$ cat src/rtl/core/upds_pkg.sv
// Package for the UDP socket table: sizes, codes and the structs shared by the
// socket cells, the payload memory and the top level. No dependencies.
package upds_pkg;

	localparam int NUM_SOCKETS        = 8;
	localparam int BUFFER_BYTES       = 512;
	localparam int BANK_COUNT         = NUM_SOCKETS + 1;
	localparam int SEND_PAYLOAD_LIMIT = 1472;
	localparam int SOCK_W             = 3;
	localparam int BANK_W             = 4;
	localparam int OFF_W              = 9;
	localparam int DLEN_W             = 10;
	localparam int MEM_DEPTH          = BANK_COUNT * BUFFER_BYTES;
	localparam int MEM_AW             = BANK_W + OFF_W;
	localparam int HDR_BYTES          = 8;

	typedef enum logic [2:0] {
		K_OPEN  = 3'd0,
		K_CLOSE = 3'd1,
		K_RECV  = 3'd2,
		K_SEND  = 3'd3,
		K_POLL  = 3'd4,
		K_READ  = 3'd5
	} kind_e;

	typedef enum logic [2:0] {
		S_OK        = 3'd0,
		S_NO_FREE   = 3'd1,
		S_CLOSED    = 3'd2,
		S_TOO_LARGE = 3'd3,
		S_NO_DATA   = 3'd4
	} status_e;

	typedef enum logic [1:0] {
		ST_IDLE,
		ST_SEND,
		ST_READ
	} state_e;

	typedef struct packed {
		logic [2:0]  kind;
		logic [2:0]  socket_index;
		logic [15:0] port;
		logic [7:0]  data_byte;
		logic        last_in;
		logic [31:0] source_address;
		logic [15:0] length;
		logic [8:0]  offset;
	} req_t;

	typedef struct packed {
		logic [2:0]  status;
		logic [2:0]  socket_out;
		logic [7:0]  byte_out;
		logic        last_out;
		logic [9:0]  data_length;
		logic [31:0] sender_address;
		logic [15:0] sender_port;
	} rsp_t;

	// command broadcast to every socket cell
	typedef struct packed {
		logic              do_open;
		logic              do_close;
		logic              do_poll;
		logic              do_commit;
		logic [15:0]       port;
		logic [15:0]       match_port;
		logic [DLEN_W-1:0] dlen;
		logic [31:0]       addr;
		logic [15:0]       sport;
	} cell_cmd_t;

	// priority chain passed from cell to cell, lowest index first
	typedef struct packed {
		logic free_found;
		logic match_found;
	} chain_t;

	typedef struct packed {
		logic              open;
		logic              ready;
		logic [15:0]       port;
		logic [DLEN_W-1:0] len;
		logic [31:0]       addr;
		logic [15:0]       sport;
		logic              took_open;
		logic              took_commit;
	} cell_view_t;

endpackage

$ cat src/rtl/core/upds_cell.sv
// One socket cell: port, open and ready bits and the stored datagram's details.
// Depends on upds_pkg.
module upds_cell (
	input  logic                  clk,
	input  logic                  arst_n,
	input  logic                  sel,
	input  upds_pkg::cell_cmd_t   cmd,
	input  upds_pkg::chain_t      chain_in,
	output upds_pkg::chain_t      chain_out,
	output upds_pkg::cell_view_t  view
);
	import upds_pkg::*;

	logic              open_q;
	logic              ready_q;
	logic [15:0]       port_q;
	logic [DLEN_W-1:0] len_q;
	logic [31:0]       addr_q;
	logic [15:0]       sport_q;
	logic              match;
	logic              take_open;
	logic              take_commit;

	assign match       = open_q && (port_q == cmd.match_port);
	assign take_open   = cmd.do_open && !open_q && !chain_in.free_found;
	assign take_commit = cmd.do_commit && match && !chain_in.match_found;

	assign chain_out.free_found  = chain_in.free_found | ~open_q;
	assign chain_out.match_found = chain_in.match_found | match;

	always_ff @(posedge clk or negedge arst_n) begin
		if (!arst_n) begin
			open_q  <= 1'b0;
			ready_q <= 1'b0;
			port_q  <= '0;
			len_q   <= '0;
			addr_q  <= '0;
			sport_q <= '0;
		end else begin
			if (take_open) begin
				port_q  <= cmd.port;
				open_q  <= 1'b1;
				ready_q <= 1'b0;
			end
			if (cmd.do_close && sel)
				open_q <= 1'b0;
			if (cmd.do_poll && sel)
				ready_q <= 1'b0;
			if (take_commit) begin
				len_q   <= cmd.dlen;
				addr_q  <= cmd.addr;
				sport_q <= cmd.sport;
				ready_q <= 1'b1;
			end
		end
	end

	assign view.open        = open_q;
	assign view.ready       = ready_q;
	assign view.port        = port_q;
	assign view.len         = len_q;
	assign view.addr        = addr_q;
	assign view.sport       = sport_q;
	assign view.took_open   = take_open;
	assign view.took_commit = take_commit;

endmodule

$ cat config.mk
export PLATFORM = sky130hd
export DESIGN_NAME = upds_cell
export DESIGN_NICKNAME = d
export VERILOG_FILES = /design/src/rtl/core/upds_pkg.sv /design/src/rtl/core/upds_cell.sv
export SDC_FILE = /design/constraint.sdc
export NUM_CORES = 1
export LEC_CHECK = 0
export BUFFER_PORTS_ARGS = -buffer_cell sky130_fd_sc_hd__buf_2
export CORE_UTILIZATION = 39
export CTS_CLUSTER_SIZE = 12
export DETAILED_ROUTE_END_ITERATION = 10
export GPL_TIMING_DRIVEN = 0
export HOLD_SLACK_MARGIN = 0.05
export PLACE_DENSITY_LB_ADDON = 0.2
export SYNTH_ARGS = -nofsm -noshare
export SYNTH_HDL_FRONTEND = slang
export SYNTH_SLANG_ARGS = --single-unit
$ cat constraint.sdc
create_clock -name clk -period 2.4 [get_ports clk]
set_input_delay 0.24 -clock clk [delete_from_list [all_inputs] [get_ports clk]]
set_output_delay 0.24 -clock clk [all_outputs]
set_load 0.01 [all_outputs]
==> impl_metrics.py, run 1 <==
metrics = {
    "layout": {
        "final_cell_count_no_fill": 500,
        "design_area_um2": 4390,
        "syn_to_final_growth_pct": 41.0,
        "final_util": 0.568,
        "layout_commonest_cell": "buf_2",
        "final_cell_mix": "buf_2 (182), dfrtp_1 (76), mux2_2 (64)",
        "fin_nets": 492,
        "num-fill-cells": 693,
        "antenna_cells": 0,
        "drive_gt1_frac": 0.701,
    },
    "sta": {
        "finalSetupViolations": 0,
        "rsz0062_at_grt": "no",
        "finalCritPeriodShare": 0.916,
        "fmax_ghz": 0.455,
        "hold_viol": 0,
        "fin_setup_tns_ps": 0,
        "fin_hold_ws_ps": 86.2,
        "setup_ws_ps": 202,
        "slew_headroom": 0.686,
        "fin_crit_ps": 2200,
        "max_slew.worst_pin.slew_ps": 471,
        "fin_skew_ps": 7.62,
        "maxSlewViolCount": 0,
    },
    "worst_hold_path": {
        "hp-start": "cmd[92]",
        "min_to": "open_q",
        "hp-class": "in -> reg",
        "hold-path-cell-count": 2,
    },
    "drt": {
        "drt_pass1_iterations": 4,
        "dr.first_iter.drc_count": 57,
        "num_vias": 2295,
        "drc": 0,
        "wirelength_mm": 6.75,
        "wl_per_cell_um": 13.5,
        "vias_per_cell": 4.59,
        "ant_nets": 0,
    },
    "placed_design": {
        "gp_routability_congestion": 0.797,
        "place.port_buffers": 178,
        "pre_cts_slack_ps": 117,
        "placedCellCount": 483,
        "place_area_um2": 4160,
        "post-dp-hpwl_mm": 5.17,
    },
    "worst_setup_path": {
        "ff2ff_path_depth": 7,
        "timing.rr.end": "addr_q[30]",
        "rrSetupSlack_ps": 210,
        "crit_required_ps": 2160,
        "crit_family": "simple AND/OR/NAND/NOR gates",
        "max_stage_delay_ps": 410,
        "worstSetupEndpointType": "output port",
        "path_cells": "xor2_1 -> nor4_1 -> and4_1 -> and3_1 -> buf_4 -> buf_2",
        "cp_slowest_cell": "dfrtp_1",
        "crit_fanout": 3,
        "start_kind": "flop",
        "critPathBufInv": 2,
        "crit_arrival_ps": 1960,
        "r2r_start": "port_q[15]",
        "crit_type": "reg -> out",
    },
    "global_routing": {
        "gr-total-overflow": 0,
        "grt_pass1_wl_mm": 11.1,
        "grt_pass1_vias": 2359,
        "grt_max_degree": 43,
        "grt_usage": 0.172,
        "grt_antenna_before_repair": 0,
    },
    "synthesis": {
        "synth_edf_count": 0,
        "ys.flop_type": "dfrtp_1",
        "async_flop_share": 1.00,
        "yosysWarnings": 0,
        "syn_area_um2": 3110,
        "synth_fp_nets": 301,
        "ys_seq_area_frac": 0.611,
        "synth_cell_type_count": 28,
        "synth-seq-cells": 76,
        "avgSynthCellArea_um2": 15.4,
        "synth_cells": 202,
    },
    "pwr": {
        "p_leak_nw": 2.56,
        "ir_drop_mv": 0.331,
        "power_density_nw_per_um2": 643,
        "power_mw": 2.82,
    },
    "floorplanning": {
        "die_x_um": 91.4,
        "die_area_um2": 8350,
        "io_pins": 179,
        "initial_core_util": 0.403,
        "core.rowCount": 32,
        "core_um2": 7730,
        "die_h_um": 91.4,
    },
    "clocking": {
        "insertion_delay_ps": 330,
        "cts_tree": "built",
        "clkSlewWorstSetupHoldPaths_ps": 80,
        "root_buffer": "clkbuf_8",
        "cts_buffer_depth": 2,
        "cts_sinks": 76,
        "htree_levels": 3,
        "cts_buffers": 9,
    },
    "run_status": {
        "status": "finished, final reports clean",
    },
    "job": {
        "cap_violations": 0,
    },
}
-- synthesized netlist by cell type (all sizes together) (2+ instances only) --
master,count,share of area
dfrtp,76,0.61
mux2,73,0.27
buf,11,0.025
xnor2,7,0.020
xor2,6,0.017
nand2,4,0.0048
a21oi,3,0.0048
inv,3,0.0036
nor2,2,0.0024
nor3b,2,0.0048
o21ai,2,0.0032
-- worst max-delay path by stage --
stage / from / to / slack, ps / cells after the start
finish: port_q[15] / view[0] / 200 / 6
detailed placement: port_q[15] / len_q[6] / 120 / 7
global route: open_q / view[1] / 40 / 5
global placement: port_q[15] / addr_q[30] / 170 / 7
floorplan: port_q[15] / addr_q[29] / 490 / 7
CTS: port_q[15] / addr_q[30] / 90 / 7
-- state kept, by name, summed over array words and instances, names as in the netlist --
signal and count:
port_q 16, len_q 10, open_q 1, ready_q 1, sport_q 16, addr_q 32
-- metal layers --
metal  vias up  track usage  routed length (µm)
met5         -            0                   0
met1      1112        0.206                2710
met3        14       0.0444                 440
li1       1082            -                   -
met2        87        0.287                3460
met4         0       0.0873                 148
-- area by class of cell --
| class | instances | area [µm²] | share of cell area |
|---|---|---|---|
| sequential | 76 | 1900 | 0.433 |
| multi-input combinational | 111 | 1130 | 0.257 |
| timing repair buffer | 180 | 923 | 0.210 |
| clock buffer | 10 | 128 | 0.0291 |
| tap | 102 | 128 | 0.0291 |
| clock inverter | 6 | 88.8 | 0.0202 |
| buffer | 12 | 81.3 | 0.0185 |
| inverter | 3 | 11.3 | 0.00256 |
-- power by group --
part / switching [mW] / internal, mW
registers: 0.0600 / 1.35
logic: 0.164 / 0.205
clock network: 0.463 / 0.586
total: 0.687 / 2.14
-- cell families (layout without fill, tap and decap cells) --
group / after synthesis / in the layout / synth area share
DFF: 76 / 76 / 0.611
muxes: 73 / 73 / 0.275
and+or+nand+nor: 17 / 17 / 0.0329
buffers and inverters: 15 / 211 / 0.0293
xor gates and xnor gates: 13 / 13 / 0.0366
AOI/OAI and AO/OA: 8 / 8 / 0.0157
-- repair_timing --
action / in CTS / in global routing
hold buffers: 1 / 0
resized for setup: 1 / 1
setup endpoints to repair: 1 / 4
setup buffers: 0 / 0
endpoints found under the hold margin: 34 / 0
No activity file was read; power rests on OpenSTA's default activity.
==> inputs of run 2 (changes only) <==
--- a/config.mk
+++ b/config.mk
@@ -5,10 +5,10 @@
 export SDC_FILE = /design/constraint.sdc
 export NUM_CORES = 1
 export LEC_CHECK = 0
-export BUFFER_PORTS_ARGS = -buffer_cell sky130_fd_sc_hd__buf_2
 export CORE_UTILIZATION = 39
 export CTS_CLUSTER_SIZE = 12
 export DETAILED_ROUTE_END_ITERATION = 10
+export DONT_BUFFER_PORTS = 1
 export GPL_TIMING_DRIVEN = 0
 export HOLD_SLACK_MARGIN = 0.05
 export PLACE_DENSITY_LB_ADDON = 0.2
==> run 2 against run 1 <==
Net effect: via count decreased by 15%; critical path depth increased by 1; routed wire length decreased by 3.6%; highest routed layer unchanged; largest power group unchanged; core utilization decreased by 2.2 points.
==> impl_metrics.py, run 2 (same netlist as run 1, synthesis figures left out) <==
metrics = {
    "drt": {
        "drt_pass1_iterations": 4,
        "drc": 0,
        "wirelength_mm": 6.51,
        "ant_nets": 0,
        "vias_per_cell": 4.89,
        "num_vias": 1947,
        "wl_per_cell_um": 16.4,
        "dr.first_iter.drc_count": 33,
    },
    "layout": {
        "syn_to_final_growth_pct": 35.5,
        "final_cell_count_no_fill": 398,
        "regMostFlops": "addr_q",
        "largest_register_ffs": 32,
        "reg_top3": "addr_q: 32 flops, port_q: 16 flops, sport_q: 16 flops",
        "fin_nets": 390,
        "final_cell_mix": "dlygate4sd3_1 (77), dfrtp_1 (76), mux2_2 (64)",
        "drive_gt1_frac": 0.345,
        "antenna_cells": 0,
        "layout_commonest_cell": "dlygate4sd3_1",
        "design_area_um2": 4220,
    },
    "clocking": {
        "cts_sinks": 76,
        "cts_tree": "built",
        "cts_buffers": 9,
        "htree_levels": 3,
        "root_buffer": "clkbuf_8",
        "cts_buffer_depth": 2,
        "insertion_delay_ps": 340,
        "cts_setup_buffers": 0,
        "clkSlewWorstSetupHoldPaths_ps": 70,
    },
    "job": {
        "cap_violations": 0,
    },
    "worst_setup_path": {
        "crit_fanout": 10,
        "crit_type": "reg -> reg",
        "crit_arrival_ps": 2430,
        "cp_slowest_cell": "dfrtp_1",
        "path_cells": "xor2_1 -> nor4_1 -> and4_1 -> nand4b_2 -> buf_6 -> buf_6 -> mux2_4",
        "crit_required_ps": 2620,
        "start_kind": "flop",
        "max_stage_delay_ps": 440,
        "worstSetupEndpointType": "flop",
        "crit_top_cell": "buf_6",
        "ff2ff_path_depth": 7,
    },
    "sta": {
        "fin_crit_ps": 2210,
        "fin_skew_ps": 8.16,
        "fin_setup_tns_ps": 0,
        "finalCritPeriodShare": 0.921,
        "rsz0062_at_grt": "no",
        "slew_headroom": 0.624,
        "maxSlewViolCount": 0,
        "max_slew.worst_pin.slew_ps": 565,
        "fmax_ghz": 0.452,
        "finalSetupViolations": 0,
        "hold_viol": 0,
        "fin_hold_ws_ps": 98.3,
    },
    "floorplanning": {
        "io_pins": 179,
        "core_um2": 7730,
        "core.rowCount": 32,
        "die_area_um2": 8350,
        "initial_core_util": 0.403,
        "die_x_um": 91.4,
        "die_h_um": 91.4,
    },
    "global_routing": {
        "grt_antenna_before_repair": 0,
        "grt_max_degree": 77,
        "grt_pass1_vias": 2113,
        "gr-total-overflow": 0,
        "grt_usage": 0.162,
        "grt_pass1_wl_mm": 10.3,
    },
    "worst_hold_path": {
        "hold-path-cell-count": 3,
        "hp-class": "in -> reg",
    },
    "pwr": {
        "power_mw": 2.60,
        "ir_drop_mv": 0.382,
        "p_leak_nw": 2.06,
        "power_density_nw_per_um2": 616,
    },
    "placed_design": {
        "placedCellCount": 304,
        "gp_routability_congestion": 0.686,
        "post-dp-hpwl_mm": 4.32,
        "place.port_buffers": 0,
        "place_area_um2": 3240,
    },
    "run_status": {
        "status": "finished, final reports clean",
    },
}
run 2: layer usage:
metal / GRT usage / part of all wire
met5: 0 / 0
met3: 0.0536 / 0.072
met2: 0.280 / 0.53
met1: 0.182 / 0.38
met4: 0.0688 / 0.017
run 2: power breakdown:
part	switching, mW	internal (mW)
Sequential	0.105	1.35
Clock	0.456	0.401
Combinational	0.101	0.188
Total	0.663	1.93
run 2: worst paths after layout:
| check | from | to | slack (ps) |
|---|---|---|---|
| setup / recovery | port_q[15] | len_q[2] | 190 |
| hold / removal | sel | ready_q | 100 |
| setup reg to reg | port_q[15] | len_q[2] | 190 |
| hold reg to reg | ready_q | ready_q | 530 |
| max in group asynchronous | arst_n | addr_q[30] | 1590 |
| min in group asynchronous | arst_n | sport_q[1] | 470 |
run 2: through the flow:
step / util / worst slack (ps)
3_3_place_gp: 0.420 / 120
2_1_floorplan: - / 485
6_report: 0.546 / 188
5_1_grt: 0.546 / 0.568
3_5_place_dp: 0.420 / 122
4_1_cts: 0.546 / 0.452
run 2: final cells by class:
cell class,instances,area (µm²)
inverters,3,11.3
repair buffers,78,798
clock buffers,10,138
plain buffers,12,81.3
well taps,102,128
multi-input cells,111,1120
fillers,658,3510
flip-flops and latches,76,1900
clock inverters,6,40.0
run 2: timing repair:
action	CTS	global route
hold buffers	78	0
endpoints found under the hold margin	151	0
setup endpoints to repair	0	1
gates resized for setup	0	2
run 2: critical path, delay by kind of cell (launching register included):
family | cells | cell delay (ps)
xor+xnor | 1 | 170
mux | 1 | 300
buf+inv | 2 | 380
simple gates | 3 | 810
flops | 1 | 440
==> inputs of run 3 (changes only) <==
--- a/config.mk
+++ b/config.mk
@@ -5,6 +5,7 @@
 export SDC_FILE = /design/constraint.sdc
 export NUM_CORES = 1
 export LEC_CHECK = 0
+export CORE_ASPECT_RATIO = 0.5
 export CORE_UTILIZATION = 39
 export CTS_CLUSTER_SIZE = 12
 export DETAILED_ROUTE_END_ITERATION = 10
==> run 3 against run 2 <==
Net effect: clock power rose by 40%; critical path type unchanged; sequential share of layout area is 4.6 points higher; combinational power decreased by 21%; total power increased by 11%; hold slack worse by 32 ps; global-route usage down 0.62 points; flip-flop and latch count unchanged; sequential power hardly changed.
==> impl_metrics.py, run 3 (same netlist as run 1, synthesis figures left out) <==
metrics = {
    "sta": {
        "maxSlewViolCount": 0,
        "rsz0062_at_grt": "no",
        "slew_headroom": 0.643,
        "fin_setup_tns_ps": 0,
        "hold_viol": 0,
        "fin_crit_ps": 2180,
        "finalSetupViolations": 0,
        "fin_hold_ws_ps": 66.6,
        "fin_skew_ps": 3.85,
        "max_slew.worst_pin.slew_ps": 536,
        "fmax_ghz": 0.458,
        "finalCritPeriodShare": 0.909,
    },
    "layout": {
        "syn_to_final_growth_pct": 22.9,
        "final_cell_mix": "dfrtp_1 (76), mux2_2 (64), dlygate4sd3_1 (27)",
        "regMostFlops": "addr_q",
        "drive_gt1_frac": 0.404,
        "largest_register_ffs": 32,
        "fin_nets": 340,
        "antenna_cells": 0,
        "layout_commonest_cell": "dfrtp_1",
        "num-fill-cells": 646,
        "reg_top3": "addr_q: 32 flops, port_q: 16 flops, sport_q: 16 flops",
        "design_area_um2": 3830,
    },
    "pwr": {
        "power_density_nw_per_um2": 752,
        "ir_drop_mv": 0.348,
        "power_mw": 2.88,
        "p_leak_nw": 1.90,
    },
    "worst_setup_path": {
        "cp_slowest_cell": "dfrtp_1",
        "crit_family": "simple AND/OR/NAND/NOR gates",
        "start_kind": "flop",
        "crit_arrival_ps": 2390,
        "crit_fanout": 10,
        "crit_required_ps": 2600,
        "max_stage_delay_ps": 430,
        "crit_type": "reg -> reg",
        "worstSetupEndpointType": "flop",
        "crit_top_cell": "buf_6",
        "path_cells": "xor2_1 -> nor4_1 -> and4_1 -> nand4b_4 -> buf_6 -> buf_6 -> mux2_4",
        "critPathBufInv": 2,
    },
    "global_routing": {
        "grt_pass1_wl_mm": 9.58,
        "grt_antenna_before_repair": 1,
        "grt_max_degree": 77,
        "grt_usage": 0.155,
        "gr-total-overflow": 0,
        "grt_pass1_vias": 1993,
    },
    "clocking": {
        "insertion_delay_ps": 320,
        "cts_tree": "built",
        "cts_sinks": 76,
        "htree_levels": 3,
        "cts_buffers": 9,
        "clkSlewWorstSetupHoldPaths_ps": 50,
        "root_buffer": "clkbuf_16",
        "cts_buffer_depth": 2,
    },
    "floorplanning": {
        "core.rowCount": 22,
        "die_h_um": 65.2,
        "die_area_um2": 8370,
        "initial_core_util": 0.414,
        "io_pins": 179,
        "core_um2": 7510,
        "die_x_um": 128,
    },
    "worst_hold_path": {
        "hp-class": "in -> reg",
    },
    "drt": {
        "drt_pass1_iterations": 4,
        "drc": 0,
        "ant_nets": 0,
        "dr.first_iter.drc_count": 53,
        "vias_per_cell": 5.02,
        "wirelength_mm": 6.19,
        "num_vias": 1772,
        "wl_per_cell_um": 17.5,
    },
    "placed_design": {
        "gp_routability_congestion": 0.674,
        "post-dp-hpwl_mm": 4.56,
        "place_area_um2": 3250,
        "place.port_buffers": 0,
    },
    "job": {
        "cap_violations": 0,
    },
    "run_status": {
        "status": "finished, final reports clean",
    },
}
## run 3: worst paths after layout
kind	start	endpoint	slack [ps]	depth (start not counted)
worst max register to register	port_q[15]	len_q[5]	220	7
worst min-delay path	cmd[54]	len_q[6]	70	1
worst min register to register	ready_q	ready_q	550	2
min in group asynchronous	arst_n	addr_q[14]	470	2
max in group asynchronous	arst_n	sport_q[2]	1640	2
worst max-delay path	port_q[15]	len_q[5]	220	7
## run 3: cell type report
cell class / instances / area (µm²) / share of cell area
clock inverters: 2 / 10.0 / 0.00262
multi-input cells: 111 / 1130 / 0.295
well taps: 108 / 135 / 0.0353
plain buffers: 12 / 81.3 / 0.0212
flip-flops and latches: 76 / 1900 / 0.497
inverters: 3 / 11.3 / 0.00294
clock buffers: 13 / 260 / 0.0680
repair buffers: 28 / 298 / 0.0778
## run 3: report_power, final
group          internal, mW  total, mW  switching (mW)
Clock                 0.746       1.20           0.450
Combinational         0.135      0.228          0.0930
Sequential             1.35       1.45           0.105
## run 3: per-layer routing
metal / part of all wire / GRT usage / vias up
met5: 0.0021 / 0 / -
met4: 0.014 / 0.0662 / 2
met3: 0.076 / 0.0603 / 12
met2: 0.54 / 0.289 / 80
met1: 0.37 / 0.157 / 900
li1: - / - / 778
## run 3: through the flow
step           utilization  std cells  worst slack [ps]
2_1_floorplan            -        202               485
5_1_grt              0.509        353              59.9
4_1_cts              0.504        350              82.7
3_3_place_gp         0.432        310               148
3_5_place_dp         0.432        310              87.6
6_report             0.509        353               218
## run 3: timing repair
item | 4_1_cts | 5_1_grt
hold endpoints to repair | 98 | 3
buffers inserted | 0 | 0
endpoints found under the setup margin | 1 | 9
hold buffers | 25 | 3
resized for setup | 1 | 1
## run 3: worst reg2reg max path, delay by kind of cell, from the launching register on
kind | cells | cell delay (ps)
xor gates and xnor gates | 1 | 170
buffers and inverters | 2 | 350
DFF | 1 | 430
muxes | 1 | 300
and+or+nand+nor | 3 | 810
